[config.mk]
export PLATFORM = sky130hd
export DESIGN_NAME = hia_ctrl
export DESIGN_NICKNAME = d
export VERILOG_FILES = /design/src/hia_pkg.sv /design/src/hia_ctrl.sv
export SDC_FILE = /design/constraint.sdc
export NUM_CORES = 1
export LEC_CHECK = 0
export BUFFER_PORTS_ARGS = -buffer_cell sky130_fd_sc_hd__buf_4
export CORE_AREA = 2 2 39 41
export DETAILED_ROUTE_END_ITERATION = 10
export DIE_AREA = 0 0 41 43
export HOLD_SLACK_MARGIN = 0.15
export PLACE_DENSITY = 0.39
export REMOVE_ABC_BUFFERS = 1
export SLEW_MARGIN = 20
export SYNTH_ARGS = -nofsm -noshare
export SYNTH_HDL_FRONTEND = slang
export SYNTH_SLANG_ARGS = --single-unit
[constraint.sdc]
create_clock -name clk -period 1.1 [get_ports clk]
set_input_delay 0.055 -clock clk [delete_from_list [all_inputs] [get_ports clk]]
set_output_delay 0.055 -clock clk [all_outputs]
set_load 0.02 [all_outputs]
[src/hia_pkg.sv]
// shared types, widths and codes for the handle index allocator
package hia_pkg;

    localparam int POOL_CAPACITY = 1024;
    localparam int STACK_AW      = $clog2(POOL_CAPACITY);

    localparam int IDX_W       = 10;
    localparam int CNT_W       = 11;
    localparam int MAXD_W      = 11;
    localparam int ADDR_W      = 48;
    localparam int STRIDE_W    = 13;
    localparam int PROD_W      = IDX_W + STRIDE_W;
    localparam int CFG_IDX_W   = 2;
    localparam int CFG_DATA_W  = 48;
    localparam int IN_TDATA_W  = 16;
    localparam int OUT_TDATA_W = 72;

    localparam logic [CFG_IDX_W-1:0] CFG_MAX_DESC = 2'd0;
    localparam logic [CFG_IDX_W-1:0] CFG_BASE     = 2'd1;
    localparam logic [CFG_IDX_W-1:0] CFG_STRIDE   = 2'd2;

    localparam logic [MAXD_W-1:0]   RST_MAX_DESC = 11'd1024;
    localparam logic [ADDR_W-1:0]   RST_BASE     = 48'd0;
    localparam logic [STRIDE_W-1:0] RST_STRIDE   = 13'd32;

    localparam logic MODE_ALLOC = 1'b0;
    localparam logic MODE_FREE  = 1'b1;

    typedef enum logic [1:0] {
        STAT_OK        = 2'd0,
        STAT_EXHAUSTED = 2'd1,
        STAT_NO_LIVE   = 2'd2
    } status_t;

    typedef struct packed {
        logic start;
        logic load_idx;
        logic mult;
        logic sum;
    } cmd_t;

endpackage

[src/hia_ctrl.sv]
// request sequencer for the handle index allocator
module hia_ctrl (
    input  logic          clk,
    input  logic          rst_n,
    input  logic          s_tvalid,
    output logic          s_tready,
    output logic          m_tvalid,
    input  logic          m_tready,
    output hia_pkg::cmd_t cmd
);
    import hia_pkg::*;

    typedef enum logic [3:0] {
        ST_IDLE = 4'b0001,
        ST_READ = 4'b0010,
        ST_MULT = 4'b0100,
        ST_SUM  = 4'b1000
    } state_t;

    state_t state_reg;
    state_t state_next;
    logic   out_full_reg;
    logic   out_full_next;
    logic   out_room;
    logic   load_out;

    // output register free now or emptied at this edge
    assign out_room = !out_full_reg || m_tready;
    assign load_out = (state_reg == ST_SUM) && out_room;

    always_comb
    begin
        state_next = state_reg;
        unique case (state_reg)
            ST_IDLE:
            begin
                if (s_tvalid)
                begin
                    state_next = ST_READ;
                end
            end
            ST_READ: state_next = ST_MULT;
            ST_MULT: state_next = ST_SUM;
            ST_SUM:
            begin
                if (out_room)
                begin
                    state_next = ST_IDLE;
                end
            end
            default: state_next = ST_IDLE;
        endcase
    end

    always_comb
    begin
        out_full_next = out_full_reg;
        if (load_out)
        begin
            out_full_next = 1'b1;
        end
        else if (m_tready)
        begin
            out_full_next = 1'b0;
        end
    end

    always_ff @(posedge clk or negedge rst_n)
    begin
        if (!rst_n)
        begin
            state_reg    <= ST_IDLE;
            out_full_reg <= 1'b0;
        end
        else
        begin
            state_reg    <= state_next;
            out_full_reg <= out_full_next;
        end
    end

    assign s_tready     = (state_reg == ST_IDLE);
    assign m_tvalid     = out_full_reg;
    assign cmd.start    = (state_reg == ST_IDLE) && s_tvalid;
    assign cmd.load_idx = (state_reg == ST_READ);
    assign cmd.mult     = (state_reg == ST_MULT);
    assign cmd.sum      = load_out;

    a_state_onehot: assert property (@(posedge clk) disable iff (!rst_n)
        $onehot(state_reg))
        else $error("controller state not one-hot");

    a_result_held: assert property (@(posedge clk) disable iff (!rst_n)
        (m_tvalid && !m_tready) |=> m_tvalid)
        else $error("result dropped before it was taken");

    a_busy_after_request: assert property (@(posedge clk) disable iff (!rst_n)
        (s_tvalid && s_tready) |=> !s_tready)
        else $error("second request taken while one is in progress");

    a_one_cmd: assert property (@(posedge clk) disable iff (!rst_n)
        $onehot0({cmd.start, cmd.load_idx, cmd.mult, cmd.sum}))
        else $error("more than one datapath command active");

endmodule

After elaboration in Yosys (flattened, before gate mapping) --
Index checks and enable logic that the tools add are counted.
Cells by class: eq/ne operators 6, reductions and logical operators 6, multiplexer cells 5
Operators with widths (number):
- $pmux W4 S4 | 1
- $mux W4 | 2
- $eq A4 B1 Y1 const B | 1
- $eq A4 B2 Y1 const B | 1
- $eq A4 B3 Y1 const B | 1
- $eq A4 B4 Y1 const B | 1
- $ne A2 B2 Y1 const B | 2
- $logic_and A1 B1 Y1 | 2
- $mux W1 | 2
- $reduce_and A2 Y1 | 1
- $reduce_bool A2 Y1 | 1
- $logic_not A1 Y1 | 1
- $logic_or A1 B1 Y1 | 1
Storage, ports and cells: flip-flop bits (word level) 5, output and inout bits 6

Depth between registers and ports, before layout --
Gate-level depths: netlist of the first run.
depth in word-level cells 4, mapped depth 3

Worst setup path after synthesis of the first run --
No wires, ideal clock.
path type flip-flop to output port, start point reg state_reg[0], end point out cmd[3] (netlist bit), data required time 1.045 ns, data arrival time 1.725 ns, cell stages (with the launch flop) 3, slack -0.680 ns, cells stage by stage dfstp_2 > nor4b_1 > and2_1
RTL lines:
- start: declaration | line hia_ctrl.sv:20 | state_t state_reg;
- start signal: assignment | line hia_ctrl.sv:77 | state_reg <= state_next;
- end: declaration | line hia_ctrl.sv:9 | output hia_pkg::cmd_t cmd

==> impl_summary.txt, run 1 <==
----------------------------------------------------
[Synthesis]
  Fraction of the mapped netlist area in compound gates ... 10.5%
  Library cell occupying the most area in the post-synthesis netlist ... sky130_fd_sc_hd__dfrtp_1
  Share of the synthesized area in the top cell type ... 36.4%
  Most area-consuming cells after synthesis ... sky130_fd_sc_hd__dfrtp_1 (36%), sky130_fd_sc_hd__dfstp_2 (9.5%), sky130_fd_sc_hd__buf_4 (5.5%)
  Yosys warning total ... 0
  Proportion of synthesized flip-flops having asynchronous set or reset ... 100%
  Count of distinct cell types in the synthesized netlist ... 19
  Multiplexer share of the synthesized area ... 0%
  Area fraction in and, or, nand and nor cells after synthesis ... 38.2%
  Most frequently used flop master after synthesis ... sky130_fd_sc_hd__dfrtp_1
  Mean post-synth cell area ... 10.6 sq um
  Number of enable flip-flop cells after synthesis ... 0
  Synth top cells by count ... sky130_fd_sc_hd__dfrtp_1 (4), sky130_fd_sc_hd__and2_1 (2), sky130_fd_sc_hd__buf_4 (2), sky130_fd_sc_hd__nor2b_1 (2), sky130_fd_sc_hd__nor3b_1 (2)
  Sequential fraction of the synthesis area ... 45.9%
  Parity-gate share of the synthesized area counting xor and xnor cells ... 0%
  Top-count cell post-synth ... sky130_fd_sc_hd__dfrtp_1
  Arithmetic-cell share of the synthesized area counting full adders, half adders and majority gates ... 0%
  Post-synthesis register bit count ... 5
  Gate count of the mapped netlist ... 26
  Synthesized cell area ... 275 sq um
  Dominant combinational cell family by area after synthesis ... simple AND/OR/NAND/NOR gates

[Global route]
  Global-route wire length before repair ... 1350 um
  Pin count of the biggest net entering global routing ... 6
  Via count of the first global-routing pass ... 295
  Global routing usage summed across all routing layers ... 12.0%
  Global route overflow ... 0
  Initial antenna violation count ... 0

[Routing]
  Routed WL per cell ... 11.9 um
  Total number of vias ... 303
  Vias per cell ... 4.27
  Number of remaining DRC errors ... 0
  Remaining number of nets flagged by the antenna check after routing ... 0
  Initial drt markers ... 2
  Number of search-and-repair iterations in the first detailed-routing pass ... 2
  Routed Wire Length ... 846 um

[Flow run]
  Number of max-cap violations ... 0

[STA]
  Max Clock Freq ... 0.675 GHz
  Worst hold margin ... 150 ps
  Final worst clock skew ... 13.7 ps
  Final setup violation count ... 9
  Final critical-path share of the clock period ... 135%
  Pins over their slew limit ... 0
  Worst-case headroom to the max-slew limit ... 82.1%
  Count of final hold-check violations ... 0
  Total Negative Setup Slacks ... -2130 ps
  Setup repair after global routing missed its margin ... true
  Tmin final ... 1480 ps
  Least-Margin Pin Slew ... 269 ps
  Post-layout worst setup margin ... -381 ps

[Floorplan]
  Die W ... 41 um
  Number of rows in the core area ... 14
  Core region area ... 1380 sq um
  Initial core utilization ... 19.9%
  Die footprint ... 1760 sq um
  Number of primary I/O pins ... 10
  Die height ... 43 um

[Clock tree]
  CTS max path bufs ... 2
  TritonCTS clock tree ... yes
  CTS HTree Levels ... 1
  Sink Count ... 5
  Clk pin slew, worst setup/hold paths ... 50 ps
  Clock latency on the worst-skew pair ... 250 ps
  Buffer cell driving the clock tree root ... sky130_fd_sc_hd__clkbuf_4
  Number of buffers added by the clock tree synthesis step ... 3

[Power and ir drop]
  Post-layout power ... 1.32 mW
  Power Dens Cells ... 2170 nW/um^2
  Standby leakage power ... 0.284 nW
  Highest ir drop seen on vdd ... 1.15 mV

[Placed design]
  Count of buffers inserted at the top-level ports ... 9
  Final weighted congestion of routability-driven global placement ... 0.690
  Setup slack at placement ... -161 ps
  Detail Placement HPWL ... 459 um

[Critical path]
  WP data arrival ... 1430 ps
  Crit Path Category ... flop to output pin
  Required arrival time at the worst endpoint ... 1040 ps
  Critical path startpoint category ... flop
  Worst-path fanout max ... 3
  Type of destination of the critical path ... output pin

[Final layout]
  Core utilization of the finished layout ... 44.1%
  Growth of design area from synthesis to finish ... 122%
  Layout cell share with drive strength beyond 1 ... 65.5%
  # nets final ... 60
  Max FFs per register ... 4
  Antenna diodes ... 0

[Outcome]
  Failing checks ... negative setup slack
  Run status ... complete, but fails checks

[Min path]
  Worst min-delay path category ... input pin to flop

----------------------------------------------------
[routing by layer]
layer	wire length (um)	vias to the layer above	track usage [%]	part of all wire, %
li1	-	152	-	-
met1	353	143	14.4	42
met2	439	8	17.8	52
met3	52	0	7.85	6.1
met4	0	0	2.00	0
met5	0	-	0	0
[critical path, stage by stage, from the launching register on]
cell                      delay [ps]
sky130_fd_sc_hd__dfrtp_1         400
sky130_fd_sc_hd__buf_6           130
sky130_fd_sc_hd__nor4b_4         260
sky130_fd_sc_hd__buf_4           160
sky130_fd_sc_hd__and2_4          130
sky130_fd_sc_hd__buf_6           100
[logic make-up after synthesis]
| logic type | count (synthesis) |
|---|---|
| buffers and inverters | 2 |
| and+or+nand+nor | 15 |
| DFF | 5 |
| AOI/OAI and AO/OA | 4 |
[area by class of cell]
type / instances / area (sq um)
fillers: 145 / 773
multi-input cells: 19 / 184
well taps: 16 / 20.0
repair buffers: 27 / 253
clock buffers: 4 / 26.3
flip-flops and latches: 5 / 128
[metrics by stage]
stage                     instances  cell area, sq um
after floorplan                  24               260
after global placement           54               385
after detailed placement         54               385
after CTS                        68               562
after global routing             71               611
final                            71               611
[path summary, 6_finish.rpt]
| path | start | to | slack, ps | cells after the start |
|---|---|---|---|---|
| max | state_reg[1] | cmd[3] | -380 | 5 |
| min | m_tready | state_reg[3] | 150 | 4 |
| max reg2reg | state_reg[0] | state_reg[0] | -250 | 3 |
| min reg2reg | m_tvalid | m_tvalid | 540 | 2 |
| max in group asynchronous | rst_n | state_reg[3] | 250 | 3 |
| min in group asynchronous | rst_n | state_reg[0] | 310 | 2 |
[power breakdown]
part           switching, mW  internal (mW)  total (mW)
Clock                 0.0841          0.138       0.222
Combinational          0.311          0.495       0.807
Sequential            0.0520          0.245       0.297
[placed cells by master (no fill, tap or decap), types with 3 or more instances in the layout]
cell / instances
sky130_fd_sc_hd__buf_4: 12
sky130_fd_sc_hd__buf_6: 10
sky130_fd_sc_hd__clkbuf_4: 3
sky130_fd_sc_hd__dfrtp_1: 3
sky130_fd_sc_hd__dlygate4sd3_1: 5
[repair_timing]
item / CTS / global route
buffers inserted: 5 / 3
gates cloned: 0 / 0
endpoints found under the hold margin: 7 / 0
gates resized for setup: 14 / 8
pin swaps: 1 / 4
setup endpoints to repair: 7 / 9
hold buffers: 5 / 0
(Power assumes the default switching activity.)
==> inputs of run 2 (changes only) <==
Settings changed: PLACE_DENSITY 0.39 to 0.38.
Clock period 1.1 ns to 1.67 ns, I/O delays scaled along.
==> run 2 against run 1 <==
  * Utilization is 14 points lower
  * Clock-buffer cell count stayed put
  * Via count is 20% lower
  * Design area is 33% lower
  * The run now ends clean
  * Die area stayed put
  * Sequential power is 28% lower
  * Critical path type unchanged
  * Largest power group unchanged
==> impl_summary.txt, run 2 (synthesis results as in run 1) <==
----------------------------------------------------
[Outcome]
  Run status ... complete, no violations (was complete, but fails checks)

[Floorplan]
  Number of primary I/O pins ... 10 (unchanged)
  Die footprint ... 1760 sq um (unchanged)
  Number of rows in the core area ... 14 (unchanged)
  Die W ... 41 um (unchanged)
  Core region area ... 1380 sq um (unchanged)
  Die height ... 43 um (unchanged)
  Initial core utilization ... 19.9% (unchanged)

[Critical path]
  R2R setup slack ... 380 ps (was -250 ps)
  Required arrival time at the worst endpoint ... 1590 ps (was 1040 ps)
  RR Startpoint ... state_reg[2] (was state_reg[0])
  Endpoint of the worst-slack reg-to-reg timing path ... state_reg[0] (unchanged)
  Critical path startpoint category ... flop (unchanged)
  Worst-path fanout max ... 8 (was 3)
  Type of destination of the critical path ... output pin (unchanged)
  R2R depth ... 2 (was 3)
  WP data arrival ... 1510 ps (was 1430 ps)
  Crit Path Category ... flop to output pin (unchanged)

[Routing]
  Number of remaining DRC errors ... 0 (unchanged)
  Vias per cell ... 4.30 (was 4.27)
  Remaining number of nets flagged by the antenna check after routing ... 0 (unchanged)
  Initial drt markers ... 3 (was 2)
  Routed WL per cell ... 10.7 um (was 11.9 um)
  Routed Wire Length ... 601 um (was 846 um)
  Number of search-and-repair iterations in the first detailed-routing pass ... 4 (was 2)
  Total number of vias ... 241 (was 303)

[Final layout]
  Max FFs per register ... 4 (unchanged)
  Most common cell after layout, fill and taps aside ... sky130_fd_sc_hd__buf_4 (unchanged)
  Sequential standard cell area ... 126 sq um (was 128 sq um)
  Layout cell share with drive strength beyond 1 ... 37.5% (was 65.5%)
  Finished layout cell area ... 410 sq um (was 611 sq um)
  Number of filler instances in the final layout ... 160 (was 145)
  Area of combinational cells with multiple inputs ... 140 sq um (was 184 sq um)
  Most frequent cells in the layout ... sky130_fd_sc_hd__buf_4 (9), sky130_fd_sc_hd__dfrtp_1 (4), sky130_fd_sc_hd__clkbuf_4 (3), sky130_fd_sc_hd__dlygate4sd3_1 (3) (was sky130_fd_sc_hd__buf_4 (12), sky130_fd_sc_hd__buf_6 (10), sky130_fd_sc_hd__dlygate4sd3_1 (5))
  # nets final ... 45 (was 60)
  Antenna diodes ... 0 (unchanged)
  Growth of design area from synthesis to finish ... 49.1% (was 122%)

[Power and ir drop]
  Relative contribution of the clock network to total power ... 24.7% (was 16.7%)
  Internal power component ... 0.372 mW (was 0.878 mW)
  Gate power share ... 38.6% (was 60.9%)
  Switching power summed over all nets ... 0.212 mW (was 0.447 mW)
  Highest ir drop seen on vdd ... 0.527 mV (was 1.15 mV)
  Standby leakage power ... 0.187 nW (was 0.284 nW)
  Power Dens Cells ... 1420 nW/um^2 (was 2170 nW/um^2)
  Fraction of power spent switching nets ... 36.3% (was 33.7%)
  Fraction of power consumed by sequential logic ... 36.6% (was 22.4%)

[Clock tree]
  CTS max path bufs ... 2 (unchanged)
  CTS HTree Levels ... 1 (unchanged)
  Clock latency on the worst-skew pair ... 250 ps (about the same)
  Buffers inserted by post-CTS timing repair ... 0 (was 5)
  Buffer cell driving the clock tree root ... sky130_fd_sc_hd__clkbuf_4 (unchanged)
  Number of buffers added by the clock tree synthesis step ... 3 (unchanged)
  Sink Count ... 5 (unchanged)
  Clk pin slew, worst setup/hold paths ... 50 ps (about the same)
  TritonCTS clock tree ... yes (unchanged)

[Global route]
  Initial antenna violation count ... 0 (unchanged)
  Global-route wire length before repair ... 952 um (was 1350 um)
  Global routing usage summed across all routing layers ... 8.17% (was 12.0%)
  Global route overflow ... 0 (unchanged)
  Via count of the first global-routing pass ... 230 (was 295)
  Pin count of the biggest net entering global routing ... 9 (was 6)

[Placed design]
  Standard cell area after detailed placement ... 348 sq um (was 385 sq um)
  Detail Placement HPWL ... 437 um (was 459 um)
  Count of buffers inserted at the top-level ports ... 9 (unchanged)
  Final weighted congestion of routability-driven global placement ... 0.691 (was 0.690)

[STA]
  Final setup violation count ... 0 (was 9)
  Tmin final ... 1590 ps
  Worst hold margin ... 174 ps (was 150 ps)
  Least-Margin Pin Slew ... 294 ps (was 269 ps)
  Max Clock Freq ... 0.628 GHz
  Worst-case headroom to the max-slew limit ... 80.3% (was 82.1%)
  Pins over their slew limit ... 0 (unchanged)
  Total Negative Setup Slacks ... 0 ps (was -2130 ps)
  Final critical-path share of the clock period ... 95.4%
  Count of final hold-check violations ... 0 (unchanged)
  Final worst clock skew ... 13.5 ps (was 13.7 ps)
  Setup repair after global routing missed its margin ... false (was true)

[Flow run]
  Number of max-cap violations ... 0 (unchanged)

[Min path]
  Worst min-delay path category ... input pin to async pin (was input pin to flop)

----------------------------------------------------
## run 2: per-stage QoR
step                std cells  utilization [%]  total power [mW]  setup slack [ps]
floorplan                  24                -             0.337              -139
global placement           49             25.1             0.424               322
detailed placement         49             25.1             0.427               303
CTS                        56             29.2             0.582              21.1
global route               56             29.7             0.627              1.37
finish                     56             29.7             0.584              76.8
## run 2: power groups by stage
stage / sequential, mW / combinational [mW] / clock, mW
2_1_floorplan: 0.200 / 0.138 / 0
3_3_place_gp: 0.207 / 0.217 / 0
3_5_place_dp: 0.211 / 0.216 / 0
4_1_cts: 0.208 / 0.223 / 0.151
5_1_grt: 0.222 / 0.245 / 0.160
6_report: 0.214 / 0.226 / 0.144
## run 2: cell type report
type / count / share of cell area, %
Timing Repair Buffer: 12 / 23.8
Clock buffer: 4 / 6.40
Tap cell: 16 / 4.88
Sequential cell: 5 / 30.8
Multi-Input combinational cell: 19 / 34.1
## run 2: timing repair
action                                 4_1_cts  5_1_grt
endpoints found under the hold margin        8        0
setup endpoints to repair                    0        1
hold buffers                                 3        0
resized for setup                            0        1
## run 2: worst max-delay path, cell delays in order (launching register included)
cell	delay, ps
sky130_fd_sc_hd__dfrtp_1	450
sky130_fd_sc_hd__or4b_4	570
sky130_fd_sc_hd__nor2_1	110
sky130_fd_sc_hd__buf_4	150
## run 2: how the worst max path moves through the flow
| stage | end | start | slack, ps | depth (start not counted) |
|---|---|---|---|---|
| floorplan | cmd[3] | state_reg[0] | -140 | 2 |
| global placement | cmd[0] | state_reg[2] | 320 | 3 |
| detailed placement | cmd[3] | state_reg[0] | 300 | 3 |
| CTS | cmd[3] | state_reg[0] | 20 | 3 |
| global route | cmd[0] | state_reg[2] | 1 | 3 |
| finish | cmd[0] | state_reg[2] | 80 | 3 |
## run 2: per-layer routing
metal	up-vias	global-route usage (%)	share of wire [%]
li1	119	-	-
met1	112	11.1	47
met2	10	10.0	42
met3	0	6.28	10
met4	0	2.00	0
met5	-	0	0
